`src/hdl/tpc_pkg.sv`:
```
`default_nettype none
// ----------------------------------------------------------------------------
// tpc_pkg
// Shared constants, codes and types of the trie insert / prefix count block.
// ----------------------------------------------------------------------------
package tpc_pkg;

    localparam int NODE_COUNT    = 1024;
    localparam int ALPHABET_SIZE = 26;

    localparam int NODE_W     = $clog2(NODE_COUNT);
    localparam int FREE_W     = NODE_W + 1;
    localparam int IDX_W      = $clog2(ALPHABET_SIZE);
    localparam int SLOT_COUNT = NODE_COUNT * ALPHABET_SIZE;
    localparam int SLOT_W     = $clog2(SLOT_COUNT);
    localparam int CNT_W      = 16;

    localparam logic [CNT_W-1:0] CNT_MAX = '1;
    localparam logic [7:0]       CHAR_A  = 8'h61;
    localparam logic [7:0]       CHAR_Z  = 8'h7a;

    typedef enum logic {
        OP_INSERT = 1'b0,
        OP_QUERY  = 1'b1
    } t_opcode;

    typedef enum logic [2:0] {
        ST_INSERTED = 3'd0,
        ST_ABSENT   = 3'd1,
        ST_PREFIX   = 3'd2,
        ST_WORD     = 3'd3,
        ST_FULL     = 3'd4,
        ST_BADCHAR  = 3'd5
    } t_status;

    typedef enum logic [1:0] {
        S_CLEAR,
        S_IDLE,
        S_LOOKUP
    } t_state;

    // One slot per (parent node, letter). Each non-root node has exactly one
    // incoming link, so its pass count and word mark live in that slot.
    typedef struct packed {
        logic              mark;
        logic [CNT_W-1:0]  count;
        logic [NODE_W-1:0] link;
    } t_entry;

    typedef struct packed {
        logic              we;
        logic [SLOT_W-1:0] waddr;
        t_entry            wdata;
        logic              re;
        logic [SLOT_W-1:0] raddr;
    } t_ram_req;

    typedef struct packed {
        logic             valid;
        t_status          status;
        logic [CNT_W-1:0] count;
    } t_res_req;

endpackage
`default_nettype wire

```
`src/hdl/tpc_if.sv`:
```
`default_nettype none


interface tpc_out_if import tpc_pkg::*; ();
    logic             valid;
    logic             ready;
    logic [2:0]       status;
    logic [CNT_W-1:0] occurrences;

    modport source (output valid, output status, output occurrences, input ready);
    modport sink   (input valid, input status, input occurrences, output ready);
endinterface
`default_nettype wire

```
`src/hdl/tpc_out_reg.sv`:
```
`default_nettype none
// ----------------------------------------------------------------------------
// tpc_out_reg
// Result holding register between the walker and the output channel.
// ----------------------------------------------------------------------------
module tpc_out_reg import tpc_pkg::*; (
    input  wire logic     i_clk,
    input  wire logic     i_rst_n,
    input  wire t_res_req i_res,
    output logic          o_free,
    tpc_out_if.source     o_out
);

    logic             r_valid;
    logic [2:0]       r_status;
    logic [CNT_W-1:0] r_count;

    assign o_free = !r_valid || o_out.ready;

    always_ff @(posedge i_clk) begin
        if (!i_rst_n) begin
            r_valid <= 1'b0;
        end else if (i_res.valid) begin
            r_valid <= 1'b1;
        end else if (o_out.ready) begin
            r_valid <= 1'b0;
        end
    end

    // payload loads only on a push
    always_ff @(posedge i_clk) begin
        if (i_res.valid) begin
            r_status <= i_res.status;
            r_count  <= i_res.count;
        end
    end

    assign o_out.valid       = r_valid;
    assign o_out.status      = r_status;
    assign o_out.occurrences = r_count;

endmodule
`default_nettype wire

```
`src/flat_wrapper.sv`:
```
// flat-port wrapper written by rule: the top's interface ports become plain ports
module tpc_out_reg_flat import tpc_pkg::*;
  (i_clk, i_rst_n, i_res, o_free, o_out_valid, o_out_status, o_out_occurrences, o_out_ready);
  tpc_out_if o_out_i ();
  input  wire logic i_clk;
  input  wire logic i_rst_n;
  input  wire t_res_req i_res;
  output logic o_free;
  output wire logic [$bits(o_out_i.valid)-1:0] o_out_valid;
  output wire logic [$bits(o_out_i.status)-1:0] o_out_status;
  output wire logic [$bits(o_out_i.occurrences)-1:0] o_out_occurrences;
  input wire logic [$bits(o_out_i.ready)-1:0] o_out_ready;
  assign o_out_valid = o_out_i.valid;
  assign o_out_status = o_out_i.status;
  assign o_out_occurrences = o_out_i.occurrences;
  assign o_out_i.ready = o_out_ready;
  tpc_out_reg u_core (.i_clk(i_clk), .i_rst_n(i_rst_n), .i_res(i_res), .o_free(o_free), .o_out(o_out_i));
endmodule
```
`config.mk`:
```
export PLATFORM = sky130hd
export DESIGN_NAME = tpc_out_reg_flat
export DESIGN_NICKNAME = d
export VERILOG_FILES = /design/src/hdl/tpc_pkg.sv /design/src/hdl/tpc_if.sv /design/src/hdl/tpc_out_reg.sv /design/src/flat_wrapper.sv
export SDC_FILE = /design/constraint.sdc
export NUM_CORES = 1
export LEC_CHECK = 0
export BUFFER_PORTS_ARGS = -buffer_cell sky130_fd_sc_hd__buf_4
export CORE_UTILIZATION = 41
export DETAILED_ROUTE_END_ITERATION = 10
export GPL_TIMING_DRIVEN = 0
export PLACE_DENSITY_LB_ADDON = 0.05
export RECOVER_POWER = 50
export SKIP_CTS_REPAIR_TIMING = 1
export SYNTH_ARGS = -nofsm -noshare
export SYNTH_HDL_FRONTEND = slang
export SYNTH_SLANG_ARGS = --single-unit
```
`constraint.sdc`:
```
create_clock -name i_clk -period 1.7 [get_ports i_clk]
set_input_delay 0 -clock i_clk [delete_from_list [all_inputs] [get_ports i_clk]]
set_output_delay 0 -clock i_clk [all_outputs]
set_load 0.05 [all_outputs]
```
==> impl_metrics.yaml, run 1 <==
final_layout:
  drive_gt1_share_pct: 51.6
  multiInputGateArea_sq_um: 25.0
  finalInstanceArea_sq_mm: 0.00119
  area.sequential_sq_um: 591
  nNetsFinal: 115
  layout.cells.most_common: "sky130_fd_sc_hd__buf_4"
  syn2layout_area_growth_pct: 92.7
  fillCellCount: 51
  antenna_cells_inserted: 0
  layout_common_cells: "sky130_fd_sc_hd__buf_4, sky130_fd_sc_hd__dlygate4sd3_1, sky130_fd_sc_hd__edfxtp_1"
sta:
  period_needed_ns: 1.36
  setup_repair_after_global_routing_missed_its_margin: "false"
  worst_pin_slew_ns: 1.02
  timing_max_transition_violations_final: 0
  post-route-period-util_pct: 79.8
  finalSetupViolations: 0
  fin_clk_skew_ns: 0
  timing_hold_violations_final: 0
  fmax_mhz: 737
  timing.slew.headroom_pct: 32.1
  setup_tns_ns: 0
floorplan:
  core_area_sq_mm: 0.00135
  chipWidth_um: 40.9
  num_io_pins: 44
  row_count: 13
  die_footprint_sq_mm: 0.00167
  die_height_um: 40.9
  initial_cell_density_of_the_core_pct: 45.9
route:
  vias: 487
  routedWlPerCell_um: 16.7
  route.detailed.vias_per_inst: 4.59
  post-route-drc-count: 0
  dr.pass1.iters: 4
  drt_iter0_drc: 9
  wl_um: 1770
  ant_nets: 0
worst_hold_path:
  min_delay_worst_endpoint: "o_free"
  worst_hold_path.num_cells: 3
  hp-class: "in -> out"
  worst_hold_startpoint: "o_out_ready"
critical_path:
  worst_path_max_stage_delay_ns: 0.74
  worst_reg2reg_path_startpoint: "u_core.o_out.valid"
  cp_data_arrival_time_ns: 1.60
  setup.worst_path.start_class: "input pin"
  reg2reg_depth: 3
  cp_endpoint_kind: "flip-flop"
  timing.rr.end: "u_core.o_out.valid"
  critical_path_peak_fanout: 20
  crit_type: "in -> reg"
  cp.required_ns: 1.94
  reg2reg_setup_slack_ns: 0.52
  setup.worst_path.start: "i_res[19]"
  cpLargestDelayFamily: "buffers and inverters"
  critical_path_cell_by_cell: "clkbuf_1, inv_1, a21boi_2, dlygate4sd3_1"
  path_buf_inv: 3
  critical_path.slowest_cell: "sky130_fd_sc_hd__clkbuf_1"
logic_synthesis:
  synth.avg_cell_area_sq_um: 26.9
  ys_seq_elements: 20
  synth_warnings: 0
  post_synth_inst_count: 23
  syn-cell-area_sq_um: 619
  syn_nets: 46
  ys_types: 5
  synth_top_area_share_pct: 92.1
  netlist_top_cells_area: "sky130_fd_sc_hd__edfxtp_1, sky130_fd_sc_hd__dfxtp_1, sky130_fd_sc_hd__nand2b_4, sky130_fd_sc_hd__a21boi_2, sky130_fd_sc_hd__inv_1"
  post-synth-top-area-cell: "sky130_fd_sc_hd__edfxtp_1"
  seq_area_frac_synth_pct: 95.4
global_routing:
  grt_util_all_layers_pct: 13.3
  number_of_global_route_vias_before_repair: 306
  grt_pass1_wl_um: 1300
  maximum_number_of_pins_on_one_net_before_global_route_repair: 21
  globalRoute.totalOverflow: 0
  antenna_violations_before_repair: 0
clocking:
  cts.root.buffer_cell: "sky130_fd_sc_hd__clkbuf_4"
  clkSinkCount: 20
  cts_buffers: 3
  clk_pin_slew_ns: 0.10
  clkLatencyLatePin_ns: 0.29
  clk_path_buf_depth: 2
  ctsHtreeMaxLevel: 1
  tritoncts: "yes"
power:
  post-layout-total-power_mw: 1.11
  cellLeakagePower_nw: 0.515
  cellPowerDensity_mw_per_mm2: 932
  power.ir.vdd_worst_mv: 0.847
status:
  status: "finished clean"
place:
  gpl.final_weighted_congestion: 0.591
  port-buffer-count: 43
  placed_cell_area_sq_um: 961
run:
  maxCapViolCount: 0
per-stage QoR:
step                setup slack [ns]  hold WS [ns]  util [%]  std cells
floorplan                      0.596        0.0989         -         23
global placement                1.10         0.178      71.2         81
detailed placement              1.09         0.179      71.2         81
CTS                            0.757        -0.124      73.1         85
global route                   0.242         0.397      88.4        106
finish                         0.343         0.384      88.4        106
logic make-up after synthesis:
| group | synth area share [%] |
|---|---|
| DFF | 95.4 |
| buffers and inverters | 0.605 |
| AOI/OAI and AO/OA | 1.82 |
| and+or+nand+nor | 2.22 |
cells in the mapped netlist:
library cell and count:
sky130_fd_sc_hd__a21boi_2 1, sky130_fd_sc_hd__dfxtp_1 1, sky130_fd_sc_hd__edfxtp_1 19, sky130_fd_sc_hd__inv_1 1, sky130_fd_sc_hd__nand2b_4 1
tightest hold or removal path: cells and delay by family:
family	cells	cell delay [ns]
and+or+nand+nor	1	0.11
buffers and inverters	2	0.27
report_power, final:
part	internal (mW)	total [mW]	switching, mW
Combinational	0.111	0.291	0.179
Sequential	0.582	0.596	0.0142
Clock	0.0912	0.226	0.135
how the worst max path moves through the flow:
stage	to	depth (start not counted)
2_1_floorplan	u_core.o_out.valid	2
3_3_place_gp	o_free	2
3_5_place_dp	o_free	2
4_1_cts	o_free	2
5_1_grt	u_core.o_out.valid	4
6_report	u_core.o_out.valid	4
final cells by class:
type	instances	share of cell area, %
Sequential cell	20	49.5
Timing Repair Buffer	64	44.3
Tap cell	15	1.57
Inverter	1	0.314
Clock buffer	4	2.20
Multi-Input combinational cell	2	2.10
layer usage:
layer	vias to the layer above	GRT usage [%]	routed length [um]
li1	224	-	-
met1	224	13.8	569
met2	33	22.7	1040
met3	6	4.89	108
met4	0	7.50	55
met5	-	0	0
sequential cells by signal, summed over array words and instances, names as in the netlist:
signal	cells
u_core.o_out.valid	1
u_core.o_out.status	3
u_core.o_out.occurrences	16
No activity file was read; power rests on OpenSTA's default activity.
==> inputs of run 2 (changes only) <==
--- a/config.mk
+++ b/config.mk
@@ -6,7 +6,7 @@
 export NUM_CORES = 1
 export LEC_CHECK = 0
 export BUFFER_PORTS_ARGS = -buffer_cell sky130_fd_sc_hd__buf_4
-export CORE_UTILIZATION = 41
+export CORE_UTILIZATION = 38
 export DETAILED_ROUTE_END_ITERATION = 10
 export GPL_TIMING_DRIVEN = 0
 export PLACE_DENSITY_LB_ADDON = 0.05
==> constraint.sdc (replaced) <==
create_clock -name i_clk -period 1.42 [get_ports i_clk]
set_input_delay 0 -clock i_clk [delete_from_list [all_inputs] [get_ports i_clk]]
set_output_delay 0 -clock i_clk [all_outputs]
set_load 0.05 [all_outputs]
==> run 2 against run 1 <==
Net effect: clock skew did not move; sequential power rose by 19%; die area rose by 7.5%; final cell count rose by 0.94%; worst setup slack got worse by 0.087 ns; power rose by 19%; sequential share of layout area fell by 0.21 points; worst hold slack got worse by 0.29 ns; non-clock buffer count did not move; critical path depth fell by 1; critical path type is now reg -> reg; largest cell class unchanged.
==> impl_metrics.yaml, run 2 (same netlist as run 1, synthesis figures left out) <==
power:
  seqPwrFrac_pct: 53.6
  power.combinational.fraction_pct: 25.9
  power.ir.vdd_worst_mv: 0.670
  internal_power_mw: 0.939
  cellLeakagePower_nw: 0.518
  switching_share_pct: 29.0
  power_switching_mw: 0.384
  clock_power_share_pct: 20.5
  cellPowerDensity_mw_per_mm2: 1100
final_layout:
  largest_reg_flops: 16
  layout.cells.most_common: "sky130_fd_sc_hd__buf_4"
  nNetsFinal: 115
  area.sequential_sq_um: 591
  multiInputGateArea_sq_um: 25.0
  drive_gt1_share_pct: 52.7
  syn2layout_area_growth_pct: 93.5
  fillCellCount: 84
  layout_common_cells: "sky130_fd_sc_hd__buf_4, sky130_fd_sc_hd__dlygate4sd3_1, sky130_fd_sc_hd__edfxtp_1"
  antenna_cells_inserted: 0
clocking:
  ctsHtreeMaxLevel: 1
  clkSinkCount: 20
  clk_path_buf_depth: 2
  clkLatencyLatePin_ns: 0.29
  clk_pin_slew_ns: 0.11
  cts_buffers: 3
  tritoncts: "yes"
  cts.root.buffer_cell: "sky130_fd_sc_hd__clkbuf_4"
route:
  route.detailed.vias_per_inst: 4.30
  ant_nets: 0
  drt_iter0_drc: 0
  vias: 460
  dr.pass1.iters: 1
  wl_um: 1370
  post-route-drc-count: 0
  routedWlPerCell_um: 12.8
global_routing:
  maximum_number_of_pins_on_one_net_before_global_route_repair: 21
  number_of_global_route_vias_before_repair: 379
  antenna_violations_before_repair: 0
  grt_pass1_wl_um: 1600
  grt_util_all_layers_pct: 12.6
  globalRoute.totalOverflow: 0
critical_path:
  setup.worst_path.start: "u_core.o_out.valid"
  cp_data_arrival_time_ns: 1.41
  critical_path_peak_fanout: 2
  worst_reg2reg_path_startpoint: "u_core.o_out.valid"
  setup.worst_path.start_class: "flip-flop"
  cp.required_ns: 1.66
  crit_type: "reg -> reg"
  reg2reg_setup_slack_ns: 0.26
  cp_endpoint_kind: "flip-flop"
sta:
  setup_slack_ns: 0.255
  setup_repair_after_global_routing_missed_its_margin: "false"
  timing_max_transition_violations_final: 0
  timing.slew.headroom_pct: 83.6
  setup_tns_ns: 0
  worst_pin_slew_ns: 0.246
  fin_clk_skew_ns: 0
  timing_hold_violations_final: 0
  fmax_mhz: 859
  post-route-period-util_pct: 82.0
  finalSetupViolations: 0
  period_needed_ns: 1.16
floorplan:
  chipWidth_um: 42.4
  num_io_pins: 44
  initial_cell_density_of_the_core_pct: 41.1
  row_count: 14
  die_height_um: 42.4
  core_area_sq_mm: 0.00151
  die_footprint_sq_mm: 0.00180
worst_hold_path:
  hp-class: "in -> reg"
  worst_hold_startpoint: "i_res[19]"
run:
  maxCapViolCount: 0
place:
  gpl.final_weighted_congestion: 0.603
  estimated_wirelength_of_the_detail_placed_design_um: 809
  port-buffer-count: 43
  dp_worst_setup_slack_ns: 0.802
status:
  status: "finished clean"
[run 2: cell count changes in the layout (fill, tap and decap cells not counted), sizes merged]
cell / delta
clkbuf: -1
buf: +1
[run 2: final cells by class]
| class | count | share of cell area (%) |
|---|---|---|
| Timing Repair Buffer | 64 | 44.5 |
| Multi-Input combinational cell | 2 | 2.09 |
| Clock buffer | 4 | 2.19 |
| Tap cell | 16 | 1.67 |
| Sequential cell | 20 | 49.3 |
| Inverter | 1 | 0.313 |
[run 2: metal layers]
metal,track usage (%),routed length (um),vias up
li1,-,-,225
met3,3.02,113,2
met4,9.38,6,0
met1,12.6,476,207
met5,0,0,-
met2,22.2,773,26
[run 2: power by group through the flow]
stage	registers [mW]	clock network (mW)	logic [mW]
global placement	0.721	0	0.295
finish	0.710	0.271	0.343
global route	0.714	0.305	0.354
floorplan	0.885	0	0.0104
CTS	0.710	0.276	0.297
detailed placement	0.723	0	0.297
[run 2: per-stage QoR]
step | util, % | cell area, sq um | instances | total power, mW | hold slack, ns
floorplan | - | 619 | 23 | 0.896 | 0.0989
global placement | 63.9 | 962 | 82 | 1.02 | 0.179
detailed placement | 63.9 | 962 | 82 | 1.02 | 0.179
CTS | 65.6 | 988 | 86 | 1.28 | -0.134
global route | 79.6 | 1200 | 107 | 1.37 | 0.0773
finish | 79.6 | 1200 | 107 | 1.32 | 0.0926
[run 2: final timing paths]
path | to | cells past startpoint
setup / recovery | u_core.o_out.valid | 3
hold / removal | u_core.o_out.occurrences[14] | 1
setup reg to reg | u_core.o_out.valid | 3
hold reg to reg | u_core.o_out.valid | 3
[run 2: worst max-delay path: stages, from the launching register on]
cell	delay, ns
sky130_fd_sc_hd__dfxtp_1	0.40
sky130_fd_sc_hd__nand2b_4	0.07
sky130_fd_sc_hd__a21boi_2	0.11
sky130_fd_sc_hd__dlygate4sd3_1	0.54
