`src/hdl/tpc_pkg.sv`:
```
`default_nettype none
// ----------------------------------------------------------------------------
// tpc_pkg
// Shared constants, codes and types of the trie insert / prefix count block.
// ----------------------------------------------------------------------------
package tpc_pkg;

    localparam int NODE_COUNT    = 1024;
    localparam int ALPHABET_SIZE = 26;

    localparam int NODE_W     = $clog2(NODE_COUNT);
    localparam int FREE_W     = NODE_W + 1;
    localparam int IDX_W      = $clog2(ALPHABET_SIZE);
    localparam int SLOT_COUNT = NODE_COUNT * ALPHABET_SIZE;
    localparam int SLOT_W     = $clog2(SLOT_COUNT);
    localparam int CNT_W      = 16;

    localparam logic [CNT_W-1:0] CNT_MAX = '1;
    localparam logic [7:0]       CHAR_A  = 8'h61;
    localparam logic [7:0]       CHAR_Z  = 8'h7a;

    typedef enum logic {
        OP_INSERT = 1'b0,
        OP_QUERY  = 1'b1
    } t_opcode;

    typedef enum logic [2:0] {
        ST_INSERTED = 3'd0,
        ST_ABSENT   = 3'd1,
        ST_PREFIX   = 3'd2,
        ST_WORD     = 3'd3,
        ST_FULL     = 3'd4,
        ST_BADCHAR  = 3'd5
    } t_status;

    typedef enum logic [1:0] {
        S_CLEAR,
        S_IDLE,
        S_LOOKUP
    } t_state;

    // One slot per (parent node, letter). Each non-root node has exactly one
    // incoming link, so its pass count and word mark live in that slot.
    typedef struct packed {
        logic              mark;
        logic [CNT_W-1:0]  count;
        logic [NODE_W-1:0] link;
    } t_entry;

    typedef struct packed {
        logic              we;
        logic [SLOT_W-1:0] waddr;
        t_entry            wdata;
        logic              re;
        logic [SLOT_W-1:0] raddr;
    } t_ram_req;

    typedef struct packed {
        logic             valid;
        t_status          status;
        logic [CNT_W-1:0] count;
    } t_res_req;

endpackage
`default_nettype wire

```
`src/hdl/tpc_if.sv`:
```
`default_nettype none
// ----------------------------------------------------------------------------
// tpc_in_if / tpc_out_if
// Valid/ready channels for characters in and lookup results out.
// ----------------------------------------------------------------------------
interface tpc_in_if import tpc_pkg::*; ();
    logic       valid;
    logic       ready;
    logic       opcode;
    logic [7:0] letter;
    logic       last_char;

    modport source (output valid, output opcode, output letter, output last_char,
                    input ready);
    modport sink   (input valid, input opcode, input letter, input last_char,
                    output ready);
endinterface

`default_nettype wire

```
`src/hdl/tpc_walker.sv`:
```
`default_nettype none
// ----------------------------------------------------------------------------
// tpc_walker
// Clearing sweep, per-character slot lookup and read-modify-write of the trie.
// ----------------------------------------------------------------------------
module tpc_walker import tpc_pkg::*; (
    input  wire logic   i_clk,
    input  wire logic   i_rst_n,
    tpc_in_if.sink      i_in,
    input  wire t_entry i_rd_data,
    output t_ram_req    o_ram,
    input  wire logic   i_out_free,
    output t_res_req    o_res
);

    t_state r_state, n_state;

    logic [SLOT_W-1:0] r_clr_addr;
    logic [NODE_W-1:0] r_cur;
    logic [FREE_W-1:0] r_free;
    logic              r_fail_hit;
    t_status           r_fail_code;

    // captured transaction
    t_opcode           r_op;
    logic              r_last;
    logic              r_chr_ok;
    logic [SLOT_W-1:0] r_slot;

    logic              clr_done;
    logic [7:0]        diff;
    logic              chr_ok;
    logic [IDX_W-1:0]  idx;
    logic [SLOT_W-1:0] slot;
    logic              accept;
    logic              leave;

    logic              fail;
    t_status           fail_code;
    logic              alloc;
    t_entry            upd;
    logic              do_write;
    t_status           res_status;
    logic [CNT_W-1:0]  res_count;

    assign clr_done = (r_clr_addr == SLOT_W'(SLOT_COUNT - 1));

    // slot address of the incoming character
    always_comb begin
        diff   = i_in.letter - CHAR_A;
        chr_ok = (i_in.letter >= CHAR_A) && (i_in.letter <= CHAR_Z)
                 && ({1'b0, diff} < 9'(ALPHABET_SIZE));
        idx    = diff[IDX_W-1:0];
        slot   = SLOT_W'(32'(r_cur) * 32'(ALPHABET_SIZE)) + SLOT_W'(idx);
    end

    // evaluate the slot just read
    always_comb begin
        fail      = 1'b0;
        fail_code = ST_ABSENT;
        alloc     = 1'b0;
        if (!r_fail_hit) begin
            if (!r_chr_ok) begin
                fail      = 1'b1;
                fail_code = (r_op == OP_QUERY) ? ST_ABSENT : ST_BADCHAR;
            end else if (i_rd_data.link == '0) begin
                if (r_op == OP_QUERY) begin
                    fail      = 1'b1;
                    fail_code = ST_ABSENT;
                end else if (r_free >= FREE_W'(NODE_COUNT)) begin
                    fail      = 1'b1;
                    fail_code = ST_FULL;
                end else begin
                    alloc = 1'b1;
                end
            end
        end

        upd.link  = alloc ? r_free[NODE_W-1:0] : i_rd_data.link;
        upd.count = (r_op == OP_INSERT && i_rd_data.count != CNT_MAX)
                    ? i_rd_data.count + CNT_W'(1) : i_rd_data.count;
        upd.mark  = i_rd_data.mark | ((r_op == OP_INSERT) & r_last);

        if (r_fail_hit) begin
            res_status = r_fail_code;
        end else if (fail) begin
            res_status = fail_code;
        end else if (r_op == OP_INSERT) begin
            res_status = ST_INSERTED;
        end else begin
            res_status = i_rd_data.mark ? ST_WORD : ST_PREFIX;
        end
        res_count = (r_fail_hit || fail) ? '0 : upd.count;
    end

    // next state
    always_comb begin
        n_state = r_state;
        case (r_state)
            S_CLEAR: begin
                if (clr_done) n_state = S_IDLE;
            end
            S_IDLE: begin
                if (i_in.valid) n_state = S_LOOKUP;
            end
            S_LOOKUP: begin
                if (!r_last || i_out_free) n_state = S_IDLE;
            end
            default: n_state = S_CLEAR;
        endcase
    end

    // outputs
    always_comb begin
        i_in.ready  = 1'b0;
        accept      = 1'b0;
        leave       = 1'b0;
        o_ram.we    = 1'b0;
        o_ram.waddr = r_slot;
        o_ram.wdata = upd;
        o_ram.re    = 1'b0;
        o_ram.raddr = slot;
        o_res.valid = 1'b0;
        do_write    = 1'b0;
        case (r_state)
            S_CLEAR: begin
                o_ram.we    = 1'b1;
                o_ram.waddr = r_clr_addr;
                o_ram.wdata = '0;
            end
            S_IDLE: begin
                i_in.ready = 1'b1;
                accept     = i_in.valid;
                o_ram.re   = i_in.valid && !r_fail_hit && chr_ok;
            end
            S_LOOKUP: begin
                leave       = !r_last || i_out_free;
                do_write    = leave && !r_fail_hit && !fail && (r_op == OP_INSERT);
                o_ram.we    = do_write;
                o_res.valid = leave && r_last;
            end
            default: begin
                o_ram.we = 1'b0;
            end
        endcase
        o_res.status = res_status;
        o_res.count  = res_count;
    end

    always_ff @(posedge i_clk) begin
        if (!i_rst_n) begin
            r_state     <= S_CLEAR;
            r_clr_addr  <= '0;
            r_cur       <= '0;
            r_free      <= FREE_W'(1);
            r_fail_hit  <= 1'b0;
            r_fail_code <= ST_ABSENT;
        end else begin
            r_state <= n_state;
            if (r_state == S_CLEAR && !clr_done) begin
                r_clr_addr <= r_clr_addr + SLOT_W'(1);
            end
            if (leave) begin
                if (do_write && alloc) begin
                    r_free <= r_free + FREE_W'(1);
                end
                if (r_last) begin
                    r_cur      <= '0;
                    r_fail_hit <= 1'b0;
                end else begin
                    if (!r_fail_hit && !fail) begin
                        r_cur <= upd.link;
                    end
                    if (fail) begin
                        r_fail_hit  <= 1'b1;
                        r_fail_code <= fail_code;
                    end
                end
            end
        end
    end

    // hold the transaction while the lookup is in flight
    always_ff @(posedge i_clk) begin
        if (accept) begin
            r_op     <= t_opcode'(i_in.opcode);
            r_last   <= i_in.last_char;
            r_chr_ok <= chr_ok;
            r_slot   <= slot;
        end
    end

endmodule
`default_nettype wire
```
`src/flat_wrapper.sv`:
```
// flat-port wrapper written by rule: the top's interface ports become plain ports
module tpc_walker_flat import tpc_pkg::*;
  (i_clk, i_rst_n, i_rd_data, o_ram, i_out_free, o_res, i_in_valid, i_in_opcode, i_in_letter, i_in_last_char, i_in_ready);
  tpc_in_if i_in_i ();
  input  wire logic i_clk;
  input  wire logic i_rst_n;
  input  wire t_entry i_rd_data;
  output t_ram_req o_ram;
  input  wire logic i_out_free;
  output t_res_req o_res;
  input wire logic [$bits(i_in_i.valid)-1:0] i_in_valid;
  input wire logic [$bits(i_in_i.opcode)-1:0] i_in_opcode;
  input wire logic [$bits(i_in_i.letter)-1:0] i_in_letter;
  input wire logic [$bits(i_in_i.last_char)-1:0] i_in_last_char;
  output wire logic [$bits(i_in_i.ready)-1:0] i_in_ready;
  assign i_in_i.valid = i_in_valid;
  assign i_in_i.opcode = i_in_opcode;
  assign i_in_i.letter = i_in_letter;
  assign i_in_i.last_char = i_in_last_char;
  assign i_in_ready = i_in_i.ready;
  tpc_walker u_core (.i_clk(i_clk), .i_rst_n(i_rst_n), .i_in(i_in_i), .i_rd_data(i_rd_data), .o_ram(o_ram), .i_out_free(i_out_free), .o_res(o_res));
endmodule
```
`config.mk`:
```
export PLATFORM = sky130hd
export DESIGN_NAME = tpc_walker_flat
export DESIGN_NICKNAME = d
export VERILOG_FILES = /design/src/hdl/tpc_pkg.sv /design/src/hdl/tpc_if.sv /design/src/hdl/tpc_walker.sv /design/src/flat_wrapper.sv
export SDC_FILE = /design/constraint.sdc
export NUM_CORES = 1
export LEC_CHECK = 0
export BUFFER_PORTS_ARGS = -buffer_cell sky130_fd_sc_hd__buf_2
export CAP_MARGIN = 20
export CORE_UTILIZATION = 25
export CTS_CLUSTER_DIAMETER = 120
export CTS_CLUSTER_SIZE = 8
export DETAILED_ROUTE_END_ITERATION = 6
export GPL_TIMING_DRIVEN = 0
export PLACE_DENSITY = 0.53
export RECOVER_POWER = 50
export SLEW_MARGIN = 20
export SYNTH_ARGS = -nofsm -noshare
export SYNTH_HDL_FRONTEND = slang
export SYNTH_SLANG_ARGS = --single-unit
```
`constraint.sdc`:
```
create_clock -name i_clk -period 11.9 [get_ports i_clk]
set_input_delay 2.38 -clock i_clk [delete_from_list [all_inputs] [get_ports i_clk]]
set_output_delay 2.38 -clock i_clk [all_outputs]
set_load 0.05 [all_outputs]
```
==> key figures, run 1 <==
Placement
  – Final HPWL DP: 10000 µm
  – Gpl congestion: 0.812
  – Placed cells: 898
  – # port buffers: 120

Detailed routing
  – Via Count: 4248
  – Drt wl/cell: 13.6 µm
  – Initial drt markers: 250
  – DR vias/cell: 4.64
  – WL final: 12400 µm
  – Antenna viol nets, final: 0
  – DRC: 0
  – Pre-Repair DR Iteration Count: 4

STA
  – Clock Skews: 0.00697 ns
  – RSZ-0062 raised after global routing: no
  – Tmin final: 7.29 ns
  – Slew headroom: 27.0%
  – F_max: 0.137 GHz
  – Setup TNS: 0 ns
  – Final Hold Vio Count: 0
  – Final max-slew violation count: 0
  – Final worst-path cycle share: 61.3%
  – Worst Tran Pin Value: 1.09 ns
  – Final setup violation count: 0

Clock network
  – Clk root buf: clkbuf_16
  – Clk_lat worst skew: 0.34 ns
  – Post-cts sizing count: 0
  – Setup Fix Bufs, Post-CTS: 0
  – Num CTS Buffers: 9
  – CTS tree: built
  – CTS Buffer Depth: 2
  – Clk slew on worst S/H paths: 0.05 ns
  – Hold_buf cts: 0
  – Clk sinks: 59
  – H-tree levels: 3

Synthesis
  – Net Count, Synth: 631
  – Asr flop ratio synth: 0%
  – Cell area after synthesis: 4560 µm²
  – FF+latch count, synth: 59
  – Ys Warns: 0
  – Post-Syn Area per Cell: 8.31 µm²
  – EDFF count, synth: 18
  – Synth Instances: 549
  – Ys flop type: dfxtp_1
  – Post-synthesis sequential area ratio: 29.8%
  – Synth cell types: 63

Global routing
  – Vias in the first global route: 3790
  – GRT Overall Usage: 13.3%
  – Initial antenna violation count: 1
  – Largest net degree at the start of global routing: 19
  – Global-route wire length before repair: 19000 µm
  – Global route overflow: 0

Setup path
  – CP delay by family, top: compound AO/OA/AOI/OAI gates
  – Buf/Inv on CP: 3
  – Nature of the critical path endpoint: primary output
  – Crit-path cells: clkbuf_1 -> inv_1 -> ha_1 -> xor2_1 -> ha_1 -> a21o_1 -> a21o_1 -> a21oi_1 -> or2_1 -> nor4_1 -> xnor2_1 -> buf_2
  – Largest stage delay on the critical path: 0.33 ns
  – Data arrival time of the critical path: 4.91 ns
  – Startpoint type of the worst setup path: input pin
  – Crit path kind: in -> out
  – Critical path fanouts, max: 4
  – Data required, critical path: 9.52 ns
  – Slowest CP cell: xor2_1

Die
  – Ports: 121
  – Die height: 137 µm
  – Initial core utilization: 25.5%
  – Core area: 17900 µm²
  – Die area: 18800 µm²
  – FP Rows: 49
  – Die width: 137 µm

Cells and area
  – Final instance count without filler cells: 915
  – # fillers: 1972
  – Fin nets: 762
  – Layout cells sized above 1: 22.0%
  – Area Growth Syn to Fin: 24.5%

Power and ir drop
  – Power per cell area: 92.1 nW/µm²
  – Max VDD drop: 0.0643 mV
  – Power Total: 0.523 mW
  – Pleak: 2.60 nW

Job
  – Max_cap viols: 0

Status
  – Status: finished clean

Hold path
  – HP Class: reg -> reg
-- cell families (layout without fill, tap and decap cells) --
group / count (synthesis) / after routing / synth area share [%]
mux: 21 / 21 / 4.99
buf+inv: 63 / 199 / 5.37
flops: 59 / 59 / 29.8
other cells: 0 / 1 / 0
compound gates: 90 / 90 / 13.5
simple gates: 225 / 225 / 24.1
fa+ha+maj: 41 / 41 / 12.6
xor+xnor: 50 / 50 / 9.60
-- per-layer routing --
layer	GRT usage, %	share of wire, %	vias to the layer above
li1	-	-	2186
met1	18.2	49	1975
met2	20.1	46	75
met3	3.41	4.2	12
met4	4.21	1.0	0
met5	0	0	-
-- worst min-delay path, stage by stage (launching register included) --
cell	delay [ns]
dfxtp_1	0.33
nand2_1	0.06
o21ai_1	0.05
-- state kept, by name (all words and copies together) (netlist names) --
| name | flops |
|---|---|
| u_core.r_chr_ok | 1 |
| u_core.r_clr_addr | 15 |
| u_core.r_cur | 10 |
| u_core.r_fail_code | 2 |
| u_core.r_fail_hit | 1 |
| u_core.r_free | 11 |
| u_core.r_last | 1 |
| u_core.r_op | 1 |
| u_core.r_slot | 15 |
| u_core.r_state | 2 |
-- where the power goes --
| part | switching (mW) | leakage (nW) | internal (mW) | total, mW |
|---|---|---|---|---|
| clock | 0.101 | 0.146 | 0.163 | 0.264 |
| combinational | 0.0350 | 1.93 | 0.0150 | 0.0500 |
| sequential | 0.00131 | 0.519 | 0.208 | 0.209 |
-- final timing paths --
path / endpoint / start / slack (ns) / cells past startpoint
hold reg to reg: u_core.r_free[8]$_SDFFE_PN0P_ / u_core.r_free[8]$_SDFFE_PN0P_ / 0.48 / 2
setup reg to reg: u_core.r_slot[12]$_DFFE_PP_ / u_core.r_cur[1]$_SDFFE_PN0P_ / 8.27 / 9
hold / removal: u_core.r_free[8]$_SDFFE_PN0P_ / u_core.r_free[8]$_SDFFE_PN0P_ / 0.48 / 2
setup / recovery: o_ram[14] / i_in_letter[0] / 4.61 / 12
-- synthesized netlist by cell type (3+ instances only) --
master / number / area share, %
nor2_1: 88 / 7.2
inv_1: 45 / 3.7
nand2_1: 45 / 3.7
dfxtp_1: 41 / 18
ha_1: 33 / 9.0
a21oi_1: 28 / 3.1
xnor2_1: 27 / 5.2
xor2_1: 23 / 4.4
edfxtp_1: 18 / 12
nand4_1: 16 / 2.2
mux2_2: 14 / 3.5
nor3_1: 14 / 1.5
o21ai_1: 14 / 1.5
clkbuf_1: 13 / 1.1
nand3_1: 12 / 1.3
o21ai_0: 9 / 0.99
fa_1: 8 / 3.5
mux2i_1: 7 / 1.5
nor4_1: 7 / 0.96
o211ai_1: 6 / 0.99
nand2b_1: 5 / 0.69
or3_1: 5 / 0.69
a211oi_1: 4 / 0.66
a21o_1: 4 / 0.66
and2_1: 4 / 0.55
and3_1: 4 / 0.55
buf_2: 4 / 0.44
nand3b_1: 3 / 0.49
nor2b_1: 3 / 0.41
o2111a_1: 3 / 0.74
o21a_1: 3 / 0.49
-- cells in the final DEF (no fill, tap or decap), types with 3 or more instances in the layout --
cell       synthesis  routed
clkinv_4           0       3
o21ai_0            9      17
nand2_1           45      45
clkbuf_1          13      25
mux2_2            14      14
buf_2              4     113
edfxtp_1          18      18
ha_1              33      33
dfxtp_1           41      41
clkbuf_16          0       9
a21oi_1           28      28
xnor2_1           27      27
nand3_1           12      12
a21o_1             4       4
or3_1              5       5
xor2_1            23      23
and3_1             4       4
o2111a_1           3       3
nor3_1            14      16
fa_1               8       8
nand4_1           16      16
nor4_1             7       9
inv_1             45      45
a211oi_1           4       4
mux2i_1            7       7
nand3b_1           3       3
nand2b_1           5       5
o21a_1             3       3
nor2_1            88      89
nor2b_1            3       3
o21ai_1           14       6
o211ai_1           6       6
-- metrics by stage --
| stage | setup WS [ns] | area (µm²) | hold slack [ns] | util, % |
|---|---|---|---|---|
| final | 4.61 | 5680 | 0.484 | 31.7 |
| after detailed placement | 4.58 | 5450 | 0.472 | 30.4 |
| after floorplan | 4.35 | 4560 | 0.445 | - |
| after global routing | 4.33 | 5680 | 0.507 | 31.7 |
| after global placement | 4.58 | 5450 | 0.467 | 30.4 |
| after CTS | 4.56 | 5750 | 0.486 | 32.1 |
-- area by class of cell --
| cell class | count | area, µm² | share of cell area (%) |
|---|---|---|---|
| Antenna cell | 1 | 2.50 | 0.0441 |
| Buffer | 18 | 71.3 | 1.26 |
| Clock buffer | 9 | 225 | 3.96 |
| Clock inverter | 7 | 77.6 | 1.37 |
| Inverter | 45 | 169 | 2.97 |
| Multi-Input combinational cell | 427 | 2900 | 51.0 |
| Sequential cell | 59 | 1360 | 24.0 |
| Tap cell | 229 | 287 | 5.04 |
| Timing Repair Buffer | 120 | 588 | 10.4 |
Note: power is estimated with default switching activity, not from simulation.
==> run 2, diff against run 1 <==
Clock period 11.9 ns to 7.4 ns, I/O delays scaled along.
==> key figures, run 2 (synthesized netlist as in run 1, its figures left out) <==
Detailed routing
  – Via Count: 4246 (-0.047%)
  – Drt wl/cell: 13.6 µm (+0.13%)
  – Antenna viol nets, final: 0 (unchanged)
  – DR vias/cell: 4.64 (about the same)
  – Initial drt markers: 229 (-8.4%)
  – Pre-Repair DR Iteration Count: 4 (unchanged)
  – WL final: 12500 µm (+0.13%)
  – DRC: 0 (unchanged)

STA
  – RSZ-0062 raised after global routing: no
  – Final Worst Setup Slack: 1.86 ns (-2.75 ns)
  – Final setup violation count: 0 (unchanged)
  – Final Hold Vio Count: 0 (unchanged)
  – F_max: 0.181 GHz
  – Setup TNS: 0 ns (unchanged)
  – Tmin final: 5.54 ns
  – Slew headroom: 28.5% (+1.5 points)
  – Final worst-path cycle share: 74.9%
  – Worst Tran Pin Value: 1.07 ns (-0.0225 ns)
  – Final max-slew violation count: 0 (unchanged)
  – Clock Skews: 0.00748 ns (+0.000509 ns)

Clock network
  – Clk root buf: clkbuf_16
  – H-tree levels: 3 (unchanged)
  – Hold_buf cts: 0 (unchanged)
  – Post-cts sizing count: 0 (unchanged)
  – Clk slew on worst S/H paths: 0.06 ns (about the same)
  – Num CTS Buffers: 9 (unchanged)
  – Clk sinks: 59 (unchanged)
  – CTS tree: built
  – Setup Fix Bufs, Post-CTS: 0 (unchanged)
  – CTS Buffer Depth: 2 (unchanged)
  – Clk_lat worst skew: 0.34 ns (about the same)

Placement
  – Final HPWL DP: 10000 µm (unchanged)
  – Gpl congestion: 0.812 (unchanged)
  – Placed cells: 898 (unchanged)
  – # port buffers: 120 (unchanged)
  – Dpl ws: 1.88 ns (-2.70 ns)

Setup path
  – Reg2reg start: u_core.r_cur[1]$_SDFFE_PN0P_
  – Data arrival time of the critical path: 4.06 ns (-0.85 ns)
  – Data required, critical path: 5.92 ns (-3.60 ns)
  – Reg2Reg Depth: 9 (unchanged)
  – Critical path fanouts, max: 5 (+1)
  – R2r endpoint: u_core.r_slot[12]$_DFFE_PP_
  – Startpoint type of the worst setup path: flip-flop
  – Critical path startpoint: u_core.r_cur[1]$_SDFFE_PN0P_
  – Worst reg2reg setup slack: 3.78 ns (-4.49 ns)
  – Crit path kind: reg -> out
  – Critical path capture point: o_ram[12]
  – Nature of the critical path endpoint: primary output

Power and ir drop
  – Net Sw Frac: 26.3% (+0.11 points)
  – Psw: 0.222 mW (+62%)
  – Max VDD drop: 0.103 mV (+60%)
  – Internal power: 0.620 mW (+61%)
  – Sequential power share: 39.9% (about the same)
  – Clock share of power: 50.6% (about the same)
  – Pleak: 2.59 nW (-0.45%)
  – Logic pwr share: 9.5% (about the same)
  – Power per cell area: 148 nW/µm² (+61%)

Cells and area
  – Area taken by multi-input logic gates: 2900 µm² (unchanged)
  – Area Growth Syn to Fin: 24.4% (about the same)
  – Finished Core Util: 31.7% (about the same)
  – Layout cells sized above 1: 21.6% (-0.44 points)
  – Commonest non-fill, non-tap cells in the layout: buf_2, nor2_1, inv_1, nand2_1, dfxtp_1
  – Regs by FF count: u_core.r_clr_addr x15, u_core.r_slot x15, u_core.r_free x11
  – Final instance count without filler cells: 915 (unchanged)
  – Fin nets: 762 (unchanged)
  – Commonest non-fill, non-tap cell in the layout: buf_2
  – Sequential cell area: 1360 µm² (unchanged)
  – # fillers: 1970 (-0.10%)

Die
  – Die area: 18800 µm² (unchanged)
  – Die width: 137 µm (unchanged)
  – Die height: 137 µm (unchanged)
  – Core area: 17900 µm² (unchanged)
  – Initial core utilization: 25.5% (unchanged)
  – FP Rows: 49 (unchanged)
  – Ports: 121 (unchanged)

Hold path
  – HP Class: reg -> reg
  – Hold Crit Start: u_core.r_free[8]$_SDFFE_PN0P_

Global routing
  – Largest net degree at the start of global routing: 19 (unchanged)
  – Initial antenna violation count: 1 (unchanged)
  – Global-route wire length before repair: 19000 µm (unchanged)
  – Vias in the first global route: 3790 (unchanged)
  – Global route overflow: 0 (unchanged)
  – GRT Overall Usage: 13.3% (unchanged)

Status
  – Status: finished clean

Job
  – Max_cap viols: 0 (unchanged)
## run 2: cell type report
class	count	area share (%)
Inverter	45	2.98
Tap cell	229	5.05
Timing Repair Buffer	120	10.3
Multi-Input combinational cell	427	51.1
Antenna cell	1	0.0441
Clock inverter	7	1.37
Buffer	18	1.23
Clock buffer	9	3.97
Sequential cell	59	24.0
## run 2: how the worst min path moves through the flow
| stage | to | slack, ns | depth (start not counted) |
|---|---|---|---|
| floorplan | u_core.r_fail_code[0]$_SDFFE_PN1P_ | 0.45 | 2 |
| global placement | u_core.r_free[8]$_SDFFE_PN0P_ | 0.47 | 2 |
| detailed placement | u_core.r_fail_code[0]$_SDFFE_PN1P_ | 0.47 | 2 |
| CTS | u_core.r_fail_code[0]$_SDFFE_PN1P_ | 0.49 | 2 |
| global route | u_core.r_free[8]$_SDFFE_PN0P_ | 0.51 | 2 |
| finish | u_core.r_free[8]$_SDFFE_PN0P_ | 0.48 | 2 |
## run 2: power by group through the flow
stage	Combinational (mW)	Sequential [mW]	Clock [mW]
floorplan	0.0517	0.342	0
global placement	0.0821	0.343	0
detailed placement	0.0822	0.343	0
CTS	0.0826	0.336	0.434
global route	0.0883	0.336	0.448
finish	0.0804	0.336	0.426
## run 2: metal layers
layer	vias to the layer above	wire [µm]	global-route usage [%]
li1	2183	-	-
met1	1968	6130	18.2
met2	84	5650	20.1
met3	11	562	3.41
met4	0	122	4.21
met5	-	0	0
## run 2: per-stage QoR
| stage | area (µm²) | hold WS [ns] | power (mW) |
|---|---|---|---|
| floorplan | 4560 | 0.445 | 0.394 |
| global placement | 5450 | 0.467 | 0.425 |
| detailed placement | 5450 | 0.472 | 0.425 |
| CTS | 5750 | 0.486 | 0.852 |
| global route | 5680 | 0.507 | 0.872 |
| finish | 5680 | 0.484 | 0.842 |
## run 2: worst max-delay path, stage by stage, from the launching register on
cell	delay, ns
dfxtp_1	0.45
ha_1	0.29
fa_1	0.51
fa_1	0.48
a211oi_2	0.40
nor2_1	0.11
xnor2_1	0.28
nand4_1	0.26
or3_1	0.42
xnor2_1	0.21
buf_2	0.30
==> run 3, diff against run 2 <==
Settings changed: PLACE_DENSITY 0.53 to 0.54.
Clock period 7.4 ns to 4.5 ns, I/O delays scaled along.
==> key figures, run 3 (synthesized netlist as in run 1, its figures left out) <==
Die
  – Ports: 121 (unchanged)
  – Die width: 137 µm (unchanged)
  – Die height: 137 µm (unchanged)
  – Initial core utilization: 25.5% (unchanged)
  – FP Rows: 49 (unchanged)
  – Core area: 17900 µm² (unchanged)
  – Die area: 18800 µm² (unchanged)

Cells and area
  – Area Growth Syn to Fin: 32.6%
  – # diodes: 0 (-1)
  – Final instance count without filler cells: 924 (+0.98%)
  – Fin nets: 772 (+1.3%)
  – Commonest non-fill, non-tap cell in the layout: buf_2
  – Layout cells sized above 1: 27.5% (+5.9 points)
  – Post-route cell area: 6050 µm² (+6.6%)
  – Finished Core Util: 33.8% (+2.1 points)
  – Regs by FF count: u_core.r_clr_addr x15, u_core.r_slot x15, u_core.r_free x11
  – Commonest non-fill, non-tap cells in the layout: buf_2, nor2_1, inv_1, nand2_1, dfxtp_1

Placement
  – # port buffers: 120 (unchanged)
  – Dpl ws: -0.167 ns (-2.04 ns)
  – Final HPWL DP: 9970 µm (-0.50%)
  – DP Area: 5470 µm² (+0.28%)
  – Placed cells: 898 (unchanged)
  – Gpl congestion: 0.794 (-2.2%)

Detailed routing
  – Initial drt markers: 237 (+3.5%)
  – WL final: 12700 µm (+2.3%)
  – Antenna viol nets, final: 0 (unchanged)
  – Pre-Repair DR Iteration Count: 4 (unchanged)
  – Via Count: 4272 (+0.61%)
  – DR vias/cell: 4.62 (-0.37%)
  – DRC: 0 (unchanged)
  – Drt wl/cell: 13.8 µm (+1.3%)

Setup path
  – Data required, critical path: 3.60 ns (-2.32 ns)
  – Critical path fanouts, max: 5 (unchanged)
  – Largest stage delay on the critical path: 0.51 ns (about the same)
  – Crit-path cells: ha_4 -> fa_1 -> fa_2 -> a211oi_4 -> o2111a_1 -> a2111oi_4 -> or2_4 -> or3_4 -> xnor2_4 -> buf_6
  – Nature of the critical path endpoint: primary output
  – Data arrival time of the critical path: 3.54 ns (-0.52 ns)
  – Crit path kind: reg -> out
  – Startpoint type of the worst setup path: flip-flop
  – Slowest CP cell: fa_1

Clock network
  – Num CTS Buffers: 9 (unchanged)
  – CTS tree: built
  – Clk_lat worst skew: 0.34 ns (about the same)
  – Clk slew on worst S/H paths: 0.05 ns (about the same)
  – CTS Buffer Depth: 2 (unchanged)
  – Clk sinks: 59 (unchanged)
  – Hold_buf cts: 0 (unchanged)
  – H-tree levels: 3 (unchanged)
  – Clk root buf: clkbuf_16

STA
  – Hold WS: 0.475 ns (-0.00921 ns)
  – Final worst-path cycle share: 98.7%
  – Final max-slew violation count: 0 (unchanged)
  – Worst Tran Pin Value: 0.944 ns (-0.124 ns)
  – RSZ-0062 raised after global routing: yes
  – Slew headroom: 36.8% (+8.3 points)
  – Final setup violation count: 0 (unchanged)
  – Setup TNS: 0 ns (unchanged)
  – F_max: 0.225 GHz
  – Clock Skews: 0.00804 ns (+0.000563 ns)
  – Tmin final: 4.44 ns
  – Final Hold Vio Count: 0 (unchanged)
  – Final Worst Setup Slack: 0.0577 ns (-1.80 ns)

Power and ir drop
  – Net Sw Frac: 23.9% (-2.5 points)
  – Pleak: 2.69 nW (+4.0%)
  – Logic pwr share: 9.5% (about the same)
  – Sequential power share: 39.4% (-0.5 points)
  – Power Total: 1.40 mW (+66%)
  – Max VDD drop: 0.191 mV (+85%)
  – Clock share of power: 51.2% (+0.6 points)
  – Psw: 0.335 mW (+51%)
  – Power per cell area: 232 nW/µm² (+56%)
  – Internal power: 1.07 mW (+72%)

Global routing
  – Met3 usage: 3.67% (+0.26 points)
  – Most Used Layer, Global Route: met2
  – Largest net degree at the start of global routing: 19 (unchanged)
  – Initial antenna violation count: 0 (-1)
  – GR Util met2: 20.8% (+0.65 points)
  – Met1 Use GR: 18.3% (+0.080 points)
  – GRT Overall Usage: 13.5% (+0.25 points)
  – Global route overflow: 0 (unchanged)
  – Vias in the first global route: 3909 (+3.1%)
  – Global-route wire length before repair: 19500 µm (+2.8%)

Status
  – Status: finished clean

Hold path
  – HP Class: reg -> reg

Job
  – Max_cap viols: 0 (unchanged)
[run 3: changes by cell type in the layout (fill, tap and decap cells not counted), sizes merged]
| cell | previous run | this run |
|---|---|---|
| buf | 110 | 121 |
| bufinv | 1 | 2 |
| clkinv | 4 | 3 |
| diode | 1 | 0 |
| inv | 46 | 45 |
[run 3: cell type report]
cell class,instances,area (µm²)
fillers,1921,11900
multi-input cells,427,3150
flip-flops and latches,59,1370
repair buffers,132,697
well taps,229,287
clock buffers,10,229
inverters,45,169
clock inverters,6,80.1
plain buffers,16,61.3
[run 3: worst max-delay path: cells and delay by family (launching register included)]
| family | cells | cell delay (ns) |
|---|---|---|
| AO/OA/AOI/OAI | 3 | 0.72 |
| XOR/XNOR | 1 | 0.15 |
| adder cells (fa/ha/maj) | 3 | 1.14 |
| buffers and inverters | 1 | 0.17 |
| flip-flops | 1 | 0.36 |
| AND/OR/NAND/NOR | 2 | 0.66 |
[run 3: worst paths after layout]
kind | depth (start not counted) | from | slack [ns] | endpoint
max reg2reg | 11 | u_core.r_cur[2]$_SDFFE_PN0P_ | 1.21 | u_core.r_slot[13]$_DFFE_PP_
min reg2reg | 2 | u_core.r_free[8]$_SDFFE_PN0P_ | 0.47 | u_core.r_free[8]$_SDFFE_PN0P_
max | 10 | u_core.r_cur[2]$_SDFFE_PN0P_ | 0.06 | o_ram[12]
min | 2 | u_core.r_free[8]$_SDFFE_PN0P_ | 0.47 | u_core.r_free[8]$_SDFFE_PN0P_
[run 3: layer usage]
layer,part of all wire (%),vias to the layer above
met4,1.4,0
met1,47,1995
met5,0,-
li1,-,2193
met2,47,71
met3,4.5,13
[run 3: what timing repair did]
item | CTS | global route
cloned | 0 | 0
setup endpoints to repair | 6 | 5
setup buffers | 7 | 6
pin swaps | 10 | 16
resized for setup | 33 | 18
[run 3: power by group through the flow]
stage          registers (mW)  logic [mW]  clock network, mW
3_3_place_gp            0.564       0.135                  0
6_report                0.552       0.133              0.717
5_1_grt                 0.552       0.145              0.756
4_1_cts                 0.552       0.136              0.732
3_5_place_dp            0.564       0.135                  0
2_1_floorplan           0.563      0.0850                  0
